==> config.mk <==
export PLATFORM = sky130hd
export DESIGN_NAME = delimited_frame_extractor
export DESIGN_NICKNAME = d
export VERILOG_FILES = /design/src/rtl/dfe_pkg.sv /design/src/rtl/delimited_frame_extractor.sv
export SDC_FILE = /design/constraint.sdc
export NUM_CORES = 1
export LEC_CHECK = 0
export ABC_AREA = 1
export BUFFER_PORTS_ARGS = -buffer_cell sky130_fd_sc_hd__buf_2
export CORE_MARGIN = 8
export CORE_UTILIZATION = 61
export CTS_CLUSTER_SIZE = 12
export DETAILED_ROUTE_END_ITERATION = 8
export PLACE_DENSITY = 0.76
export SLEW_MARGIN = 0
export SYNTH_ARGS = -nofsm -noshare
export SYNTH_HDL_FRONTEND = slang
export SYNTH_SLANG_ARGS = --single-unit
==> constraint.sdc <==
create_clock -name clk -period 4.87 [get_ports clk]
set_clock_uncertainty 0.2 [all_clocks]
set_input_delay 0.2435 -clock clk [delete_from_list [all_inputs] [get_ports clk]]
set_output_delay 0.2435 -clock clk [all_outputs]
set_load 0.02 [all_outputs]
==> src/rtl/dfe_pkg.sv <==
// Package for the delimited frame extractor.
// Holds the result type, register indexes, reset values and queue sizing.
// No dependencies.
package dfe_pkg;

    localparam int unsigned CfgIdxW   = 2;
    localparam int unsigned CfgDataW  = 8;
    localparam int unsigned QueueDepth = 4;
    localparam int unsigned QueuePtrW  = $clog2(QueueDepth);
    localparam int unsigned QueueCntW  = $clog2(QueueDepth + 1);

    typedef enum logic [CfgIdxW-1:0] {
        CFG_HEAD_CHAR     = 2'd0,
        CFG_TAIL_FIRST    = 2'd1,
        CFG_TAIL_SECOND   = 2'd2,
        CFG_MAX_FRAME_LEN = 2'd3
    } cfg_idx_t;

    localparam logic [7:0] HeadCharReset    = 8'd36;
    localparam logic [7:0] TailFirstReset   = 8'd13;
    localparam logic [7:0] TailSecondReset  = 8'd10;
    localparam logic [7:0] MaxFrameLenReset = 8'd220;
    localparam logic [7:0] MinFrameLen      = 8'd3;

    typedef struct packed {
        logic [7:0] data;
        logic       first;
        logic       last;
        logic       abort;
    } frame_res_t;

    localparam frame_res_t AbortRes = '{data: 8'd0, first: 1'b0, last: 1'b0, abort: 1'b1};

endpackage

==> src/rtl/delimited_frame_extractor.sv <==
// Delimited frame extractor top level.
// Depends on dfe_pkg for the result type, register indexes and reset values.
//
// Usage: received bytes enter on the rx_byte channel (in_valid/in_ready).
// Bytes before a head byte are dropped. From the head on, every frame byte
// leaves at once on the result channel (out_valid/out_ready) with
// frame_first on the head and frame_last on the byte that completes the
// two-byte tail. A result with frame_abort set carries no byte and marks
// the frame so far as dropped: it is sent when a head byte arrives inside
// a frame, or when it reaches max_frame_len (at least 3) bytes without its tail.
// Each request is decoded in the cycle it is accepted and its zero, one or
// two results are written into a four-entry result queue, which registers
// each result before it is offered. One request is taken per cycle
// while the queue has room for two results; the one result port limits
// the sustained rate to one result per cycle. When the receiver stalls,
// the queue fills and in_ready drops until two entries are free.
// Reset empties the queue, returns to hunting for a head and loads the
// default registers ('$', CR, LF, 220). Registers are written through
// cfg_we/cfg_index/cfg_data and take effect from the next request.
module delimited_frame_extractor (
    input  logic                          clk,
    input  logic                          rst_n,
    input  logic                          in_valid,
    output logic                          in_ready,
    input  logic [7:0]                    rx_byte,
    output logic                          out_valid,
    input  logic                          out_ready,
    output logic [7:0]                    frame_byte,
    output logic                          frame_first,
    output logic                          frame_last,
    output logic                          frame_abort,
    input  logic                          cfg_we,
    input  logic [dfe_pkg::CfgIdxW-1:0]   cfg_index,
    input  logic [dfe_pkg::CfgDataW-1:0]  cfg_data
);
    import dfe_pkg::*;

    logic [7:0] head_char_reg;
    logic [7:0] tail_first_reg;
    logic [7:0] tail_second_reg;
    logic [7:0] max_len_reg;

    logic       in_frame_reg,  in_frame_next;
    logic [7:0] count_reg,     count_next;
    logic       prev_tail_reg, prev_tail_next;

    frame_res_t              queue_reg [QueueDepth];
    logic [QueuePtrW-1:0]    wr_ptr_reg, rd_ptr_reg;
    logic [QueueCntW-1:0]    fill_reg, fill_next;

    frame_res_t  res0, res1;
    logic [1:0]  n_res;
    logic [7:0]  lim;
    logic [7:0]  count_inc;
    logic        accept;
    logic        pop;

    assign accept = in_valid && in_ready;
    assign pop    = out_valid && out_ready;

    always_ff @(posedge clk or negedge rst_n) begin
        if (!rst_n)
        begin
            head_char_reg   <= HeadCharReset;
            tail_first_reg  <= TailFirstReset;
            tail_second_reg <= TailSecondReset;
            max_len_reg     <= MaxFrameLenReset;
        end
        else if (cfg_we)
        begin
            unique case (cfg_idx_t'(cfg_index))
                CFG_HEAD_CHAR:     head_char_reg   <= cfg_data;
                CFG_TAIL_FIRST:    tail_first_reg  <= cfg_data;
                CFG_TAIL_SECOND:   tail_second_reg <= cfg_data;
                CFG_MAX_FRAME_LEN: max_len_reg     <= cfg_data;
                default:           ;
            endcase
        end
    end

    assign lim       = (max_len_reg < MinFrameLen) ? MinFrameLen : max_len_reg;
    assign count_inc = count_reg + 8'd1;

    always_comb
    begin
        res0           = AbortRes;
        res1           = AbortRes;
        n_res          = 2'd0;
        in_frame_next  = in_frame_reg;
        count_next     = count_reg;
        prev_tail_next = prev_tail_reg;
        if (!in_frame_reg)
        begin
            if (rx_byte == head_char_reg)
            begin
                res0           = '{data: rx_byte, first: 1'b1, last: 1'b0, abort: 1'b0};
                n_res          = 2'd1;
                in_frame_next  = 1'b1;
                count_next     = 8'd1;
                prev_tail_next = 1'b0;
            end
        end
        else if (prev_tail_reg && rx_byte == tail_second_reg && count_reg < lim)
        begin
            res0           = '{data: rx_byte, first: 1'b0, last: 1'b1, abort: 1'b0};
            n_res          = 2'd1;
            in_frame_next  = 1'b0;
            count_next     = 8'd0;
            prev_tail_next = 1'b0;
        end
        else if (rx_byte == head_char_reg)
        begin
            res1           = '{data: rx_byte, first: 1'b1, last: 1'b0, abort: 1'b0};
            n_res          = 2'd2;
            count_next     = 8'd1;
            prev_tail_next = 1'b0;
        end
        else if (count_reg >= lim)
        begin
            n_res          = 2'd1;
            in_frame_next  = 1'b0;
            count_next     = 8'd0;
            prev_tail_next = 1'b0;
        end
        else
        begin
            res0 = '{data: rx_byte, first: 1'b0, last: 1'b0, abort: 1'b0};
            if (count_inc >= lim)
            begin
                n_res          = 2'd2;
                in_frame_next  = 1'b0;
                count_next     = 8'd0;
                prev_tail_next = 1'b0;
            end
            else
            begin
                n_res          = 2'd1;
                count_next     = count_inc;
                prev_tail_next = (rx_byte == tail_first_reg);
            end
        end
    end

    always_ff @(posedge clk or negedge rst_n) begin
        if (!rst_n)
        begin
            in_frame_reg  <= 1'b0;
            count_reg     <= 8'd0;
            prev_tail_reg <= 1'b0;
        end
        else if (accept)
        begin
            in_frame_reg  <= in_frame_next;
            count_reg     <= count_next;
            prev_tail_reg <= prev_tail_next;
        end
    end

    always_comb
    begin
        fill_next = fill_reg;
        if (accept)
        begin
            fill_next = fill_next + QueueCntW'(n_res);
        end
        if (pop)
        begin
            fill_next = fill_next - QueueCntW'(1);
        end
    end

    always_ff @(posedge clk or negedge rst_n) begin
        if (!rst_n)
        begin
            wr_ptr_reg <= '0;
            rd_ptr_reg <= '0;
            fill_reg   <= '0;
        end
        else
        begin
            fill_reg <= fill_next;
            if (accept)
            begin
                wr_ptr_reg <= wr_ptr_reg + QueuePtrW'(n_res);
            end
            if (pop)
            begin
                rd_ptr_reg <= rd_ptr_reg + QueuePtrW'(1);
            end
        end
    end

    always_ff @(posedge clk) begin
        if (accept && n_res != 2'd0)
        begin
            queue_reg[wr_ptr_reg] <= res0;
        end
        if (accept && n_res == 2'd2)
        begin
            queue_reg[wr_ptr_reg + QueuePtrW'(1)] <= res1;
        end
    end

    assign in_ready    = (fill_reg <= QueueCntW'(QueueDepth - 2));
    assign out_valid   = (fill_reg != '0);
    assign frame_byte  = queue_reg[rd_ptr_reg].data;
    assign frame_first = queue_reg[rd_ptr_reg].first;
    assign frame_last  = queue_reg[rd_ptr_reg].last;
    assign frame_abort = queue_reg[rd_ptr_reg].abort;

endmodule

# Yosys cells after proc, flatten, opt, wreduce, memory -nomap -nowiden
# Memory sizes are Yosys's and may differ from the RTL's.
# Cells that the tools add are included.
dict set report classes {
  add_sub_neg 6
  n_lt_le_gt_ge 5
  n_eq_ne 7
  muxes 38
  reduce_logical 15
}
# operator count
set op_table {}
lappend op_table {{$mux 11} 7}
lappend op_table {{$mux 8} 7}
lappend op_table {{$eq 8x8->1} 3}
lappend op_table {{$mux 1} 17}
lappend op_table {{$ge 8x8->1} 2}
lappend op_table {{$mux 2} 5}
lappend op_table {{$reduce_and 2->1} 5}
lappend op_table {{$add 8x1->8 const B} 1}
lappend op_table {{$lt 8x2->1 const B} 1}
lappend op_table {{$lt 8x8->1} 1}
lappend op_table {{$eq 2x2->1 const B} 3}
lappend op_table {{$logic_and 1x1->1} 6}
lappend op_table {{$mux 3} 2}
lappend op_table {{$add 2x1->2 const B} 2}
lappend op_table {{$reduce_bool 2->1} 2}
lappend op_table {{$add 3x2->3} 1}
lappend op_table {{$le 3x2->1 const B} 1}
lappend op_table {{$reduce_bool 3->1} 1}
lappend op_table {{$sub 3x1->3 const B} 1}
lappend op_table {{$add 2x2->2} 1}
lappend op_table {{$eq 2x1->1 const B} 1}
lappend op_table {{$logic_not 2->1} 1}
dict set report totals {
  register_bits 49
  mem_bits_rw 44
  elab_cells 82
  n_memories 1
}
# memory words width read_ports rd_clocked_by_memory_dff wr line_no
set mem_list {}
lappend mem_list {queue_reg 4 11 1 0 2 delimited_frame_extractor.sv:47} ;# frame_res_t queue_reg [QueueDepth];

# Logic depth before layout (Yosys ltp)
dict set report logic_depth {
  ltp_word 12
  ltp_mapped 23
  depth_no_buf 23
}

# Worst setup path after synthesis
# OpenSTA, ideal clock, no wires.
dict set report synth_path {
  path_type {register to register}
  start {register max_len_reg[5]}
  end {register fill_reg[2]}
  setup_time_ps 118
  t_arrival_ps 3456
  setup_slack_ps 1095
  stages_incl_launch_ff 23
  n_path_buf 1
  period_less_slack_ps 3775
  path_cell_list {dfrtp_1 -> inv_1 -> nand4_1 -> a2111oi_0 -> nor2_1 -> ha_1 -> nand2_1 -> nand2_1 -> nand2_1 -> nand2_1 -> a21oi_1 -> a21oi_2 -> buf_4 -> a21oi_1 -> ha_1 -> inv_1 -> fa_1 -> nand2_1 -> o21ai_0 -> ha_1 -> nand3_1 -> xnor2_1 -> inv_1}
}
dict set report synth_between {
  elab_chain_len 12
}
# element line_no
set synth_rtl {}
lappend synth_rtl {{from (decl)} delimited_frame_extractor.sv:41} ;# logic [7:0] max_len_reg;
lappend synth_rtl {{from (signal assigned)} delimited_frame_extractor.sv:67} ;# max_len_reg <= MaxFrameLenReset;
lappend synth_rtl {{from (signal assigned)} delimited_frame_extractor.sv:75} ;# CFG_MAX_FRAME_LEN: max_len_reg <= cfg_data;
lappend synth_rtl {{$lt 8x2->1} delimited_frame_extractor.sv:81} ;# assign lim = (max_len_reg < MinFrameLen) ? MinFrameLen : max_len_reg;
lappend synth_rtl {{$mux 8 (*)} delimited_frame_extractor.sv:81}
lappend synth_rtl {{$ge 8x8->1} delimited_frame_extractor.sv:128} ;# if (count_inc >= lim)
lappend synth_rtl {{$mux 2} delimited_frame_extractor.sv:128}
lappend synth_rtl {{$mux 2} delimited_frame_extractor.sv:118} ;# else if (count_reg >= lim)
lappend synth_rtl {{$mux 2} delimited_frame_extractor.sv:111} ;# else if (rx_byte == head_char_reg)
lappend synth_rtl {{$mux 2 (*)} delimited_frame_extractor.sv:103} ;# else if (prev_tail_reg && rx_byte == tail_second_reg && count_reg < lim)
lappend synth_rtl {{$mux 2 (*)} delimited_frame_extractor.sv:92} ;# if (!in_frame_reg)
lappend synth_rtl {{$add 3x2->3 (*)} delimited_frame_extractor.sv:164} ;# fill_next = fill_next + QueueCntW'(n_res);
lappend synth_rtl {{$mux 3 (*)} delimited_frame_extractor.sv:162} ;# if (accept)
lappend synth_rtl {{$sub 3x1->3} delimited_frame_extractor.sv:168} ;# fill_next = fill_next - QueueCntW'(1);
lappend synth_rtl {{$mux 3 (*)} delimited_frame_extractor.sv:166} ;# if (pop)
lappend synth_rtl {{via fill_next[2]} delimited_frame_extractor.sv:49} ;# logic [QueueCntW-1:0] fill_reg, fill_next;
lappend synth_rtl {{to (signal assigned)} delimited_frame_extractor.sv:181} ;# fill_reg <= fill_next;
lappend synth_rtl {{to (decl)} delimited_frame_extractor.sv:49}
# The timed path passes the listed nets; every way through them passes the cells marked *.
# A chain may end at the register's enable or synchronous reset.

# Final worst setup path
dict set report layout_path {
  start {register count_reg[0]}
  end {register fill_reg[2]}
}
dict set report layout_between {
  elab_chain_len 11
}
# element line_no
set layout_rtl {}
lappend layout_rtl {{from (decl)} delimited_frame_extractor.sv:44} ;# logic [7:0] count_reg, count_next;
lappend layout_rtl {{from (signal assigned)} delimited_frame_extractor.sv:154} ;# count_reg <= count_next;
lappend layout_rtl {{$add 8x1->8} delimited_frame_extractor.sv:82} ;# assign count_inc = count_reg + 8'd1;
lappend layout_rtl {{$ge 8x8->1} delimited_frame_extractor.sv:128}
lappend layout_rtl {{$mux 2} delimited_frame_extractor.sv:128}
lappend layout_rtl {{$mux 2} delimited_frame_extractor.sv:118}
lappend layout_rtl {{$mux 2} delimited_frame_extractor.sv:111}
lappend layout_rtl {{$mux 2 (*)} delimited_frame_extractor.sv:103}
lappend layout_rtl {{$mux 2 (*)} delimited_frame_extractor.sv:92}
lappend layout_rtl {{$add 3x2->3 (*)} delimited_frame_extractor.sv:164}
lappend layout_rtl {{$mux 3 (*)} delimited_frame_extractor.sv:162}
lappend layout_rtl {{$sub 3x1->3} delimited_frame_extractor.sv:168}
lappend layout_rtl {{$mux 3 (*)} delimited_frame_extractor.sv:166}
lappend layout_rtl {{via fill_next[2]} delimited_frame_extractor.sv:49}
# Marks and branches as above.

==> flow_summary.toml <==
[power]
seqPwrFrac = 0.429
power.density_cell_area_nw_per_um2 = 409.7
power.share.combinational = 0.355
power.switching_uw = 975.4
power.clock.fraction = 0.216
power.ir.vdd_worst_v = 0.0002063
internal_power_uw = 1453
power.static_leakage_uw = 0.002765
power.switching_fraction = 0.4017

[yosys]
yosys_warnings = 0
synth-main-ff-cell = "sky130_fd_sc_hd__edfxtp_1"
synthesis.area_per_instance_um2 = 8.069
postSynthNetCount = 721
netlist.top_cell.by_area = "sky130_fd_sc_hd__edfxtp_1"
synth_seq_area_share = 0.4617
top_post_synthesis_cells_by_area = "sky130_fd_sc_hd__edfxtp_1 (22%), sky130_fd_sc_hd__dfrtp_1 (17%), sky130_fd_sc_hd__nand2_1 (13%)"
syn-cell-area_um2 = 5463
yosysTopAreaCellShare = 0.2199
ys_seq_elements = 93
synth-async-reset-ratio = 0.5269
synth.distinct_cells = 41
synthesis.instances = 677
synth_enable_flop_cells = 40

[sta]
timing.hold.ws_ps = 1.397
hold_viol = 0
report.final.slew_viol_count = 0
final_period_minus_worst_setup_slack_ps = 4203
fmax_ghz = 0.2379
slew_headroom = 0.2643
max_slew.worst_pin.slew_ps = 1104
timing.final.crit_share = 0.8630
fin_setup_tns_ps = 0
finalSetupViolations = 0
rsz0062_at_grt = "no"

[final_layout]
layout.filler_cells = 720
largest_register_ff_count = 44
commonest_non_fill_non_tap_cells_in_the_layout = "sky130_fd_sc_hd__nand2_1 (183), sky130_fd_sc_hd__o21ai_0 (87), sky130_fd_sc_hd__inv_1 (74), sky130_fd_sc_hd__nor2_1 (55), sky130_fd_sc_hd__edfxtp_1 (40)"
insertedDiodeCount = 0
layout_commonest_cell = "sky130_fd_sc_hd__nand2_1"
final_layout_size_suffix_gt1_frac = 0.1248
nNetsFinal = 752
regArea_um2 = 2522
design_area_um2 = 5927
footprint_of_the_multi_input_gates_um2 = 2512
syn_to_final_growth_pct = 8.497

[critical_path]
crit_path_start_kind = "flip-flop"
worst-path-buf-inv = 3
worstSetupPathType = "reg -> reg"
critPathTopFamily = "adder cells"
cp.required_ps = 4920
crit_path_end_kind = "flip-flop"
worst-endpoint-arrival_ps = 4260
critPathSlowestCell = "sky130_fd_sc_hd__fa_1"
worstPathCellList = "nand3_1 -> nand3b_1 -> nand3b_1 -> xor2_1 -> inv_1 -> ha_1 -> a21oi_1 -> o21ai_0 -> a21oi_1 -> o21ai_2 -> a21oi_1 -> ha_1 -> inv_1 -> fa_1 -> nand2_1 -> o21ai_0 -> ha_1 -> nand3_1 -> xnor2_1 -> inv_1"
worst_path_largest_cell_delay_ps = 490
worst-path-max-fanout = 7

[grt]
global_route.usage.met3 = 0.03680
number_of_antenna_violations_at_the_first_check_in_global_routing = 0
sum_of_overflow_across_all_layers_after_global_routing = 0
globalRouteTotalUtil = 0.2162
number_of_global_route_vias_before_repair = 4634
grt_pass1_wl_mm = 22.19
grt_start_max_net_pins = 50
grt-busiest-layer = "met2"
grt_use_met1 = 0.2654
grt_util_met2 = 0.3672

[die]
die_y_um = 110.6
rows = 34
coreArea_um2 = 8721
die_area_um2 = 12240
number_of_i_o_pins = 36
die_x_um = 110.6
start_util = 0.6264

[cts]
clk-insertion-delay-late_ps = 370
cts.reportedPaths.clkPinSlew_ps = 100
ctsResizeCount = 0
clk_path_buf_depth = 2
cts_buffers = 9
cts_root_buffer = "sky130_fd_sc_hd__clkbuf_8"
clock_tree.htree_level_count = 3
cts_tree = "yes"
tritoncts_num_sinks = 93

[drt]
wl_mm = 13.28
drc = 0
drtAntennaViolNets = 0
drt_first_iter_violations = 328
avgRoutedWirePerCell_um = 16.17
vias_per_cell = 5.758
via_count = 4727
drt-pass1-iter-count = 5

[min_path]
min-delay-path-class = "in -> reg"

[placed_design]
place_congestion = 0.8965
dpl-instance-area_um2 = 5653
place.detailed.hpwl_mm = 9.943
port_buffers = 35

[outcome]
outcome = "finished clean"

[job]
cap_violations = 0
==> power groups by stage <==
stage	clock (uW)	sequential [uW]	combinational [uW]
3_5_place_dp	0	1060	851
4_1_cts	528	1040	862
6_report	524	1040	863
5_1_grt	558	1060	968
2_1_floorplan	0	989	671
3_3_place_gp	0	1050	817
==> worst min-delay path: cells and delay by family <==
| kind | cells | cell delay (ps) |
|---|---|---|
| compound gates | 1 | 110 |
| buf+inv | 2 | 200 |
==> stage by stage <==
stage | setup slack, ps | power [uW] | std cells | utilization
floorplan | 1095 | 1660 | 677 | -
global placement | 1031 | 1863 | 798 | 0.6482
detailed placement | 773.1 | 1906 | 798 | 0.6482
CTS | 721.8 | 2428 | 821 | 0.6796
global route | 353.4 | 2582 | 821 | 0.6796
finish | 667.1 | 2428 | 821 | 0.6796
==> metal layers <==
layer	vias up	share of wire	routed length, um
met2	182	0.50	6650
met5	-	0	0
met1	2218	0.42	5605
met3	25	0.057	760
li1	2302	-	-
met4	0	0.020	259
==> synthesized netlist by cell type (2+ instances only) <==
cell type / n
sky130_fd_sc_hd__a21boi_1: 4
sky130_fd_sc_hd__a21oi_1: 11
sky130_fd_sc_hd__buf_4: 2
sky130_fd_sc_hd__buf_6: 4
sky130_fd_sc_hd__clkbuf_1: 14
sky130_fd_sc_hd__clkbuf_2: 2
sky130_fd_sc_hd__dfrtp_1: 37
sky130_fd_sc_hd__dfstp_2: 12
sky130_fd_sc_hd__dfxtp_1: 4
sky130_fd_sc_hd__edfxtp_1: 40
sky130_fd_sc_hd__ha_1: 20
sky130_fd_sc_hd__inv_1: 74
sky130_fd_sc_hd__inv_2: 6
sky130_fd_sc_hd__nand2_1: 183
sky130_fd_sc_hd__nand2_4: 3
sky130_fd_sc_hd__nand3_1: 32
sky130_fd_sc_hd__nand3b_1: 5
sky130_fd_sc_hd__nand4_1: 20
sky130_fd_sc_hd__nor2_1: 55
sky130_fd_sc_hd__nor2_2: 8
sky130_fd_sc_hd__nor2_4: 3
sky130_fd_sc_hd__o21ai_0: 87
sky130_fd_sc_hd__o21ai_1: 3
sky130_fd_sc_hd__o22ai_1: 14
sky130_fd_sc_hd__xnor2_1: 9
sky130_fd_sc_hd__xor2_1: 10
==> kinds of logic after synthesis <==
| logic type | share of synthesized area |
|---|---|
| DFF | 0.4618 |
| muxes | 0.001832 |
| AOI/OAI and AO/OA | 0.1230 |
| adders and majority gates | 0.04947 |
| buffers and inverters | 0.07833 |
| and+or+nand+nor | 0.2552 |
| xor gates and xnor gates | 0.03046 |
==> path summary, 6_finish.rpt <==
kind / startpoint / to / slack [ps] / cells after the start
setup / recovery: count_reg[0] / fill_reg[2] / 670 / 20
hold / removal: cfg_data[6] / max_len_reg[6] / 1 / 3
setup reg to reg: count_reg[0] / fill_reg[2] / 670 / 20
hold reg to reg: queue_reg[2][1] / queue_reg[2][1] / 280 / 2
max in group asynchronous: rst_n / tail_first_reg[1] / 3370 / 2
min in group asynchronous: rst_n / count_reg[4] / 410 / 2
==> cell type report <==
class / count / share of cell area
clock inverters: 4 / 0.004433
well taps: 108 / 0.02280
multi-input cells: 481 / 0.4239
inverters: 80 / 0.05067
flip-flops and latches: 93 / 0.4256
repair buffers: 43 / 0.04264
clock buffers: 12 / 0.02998
==> timing repair <==
item                      in CTS  in global routing
hold endpoints to repair      45                  0
setup buffers                  0                  0
hold buffers                   7                  0
Note: power is estimated with default switching activity, not from simulation.
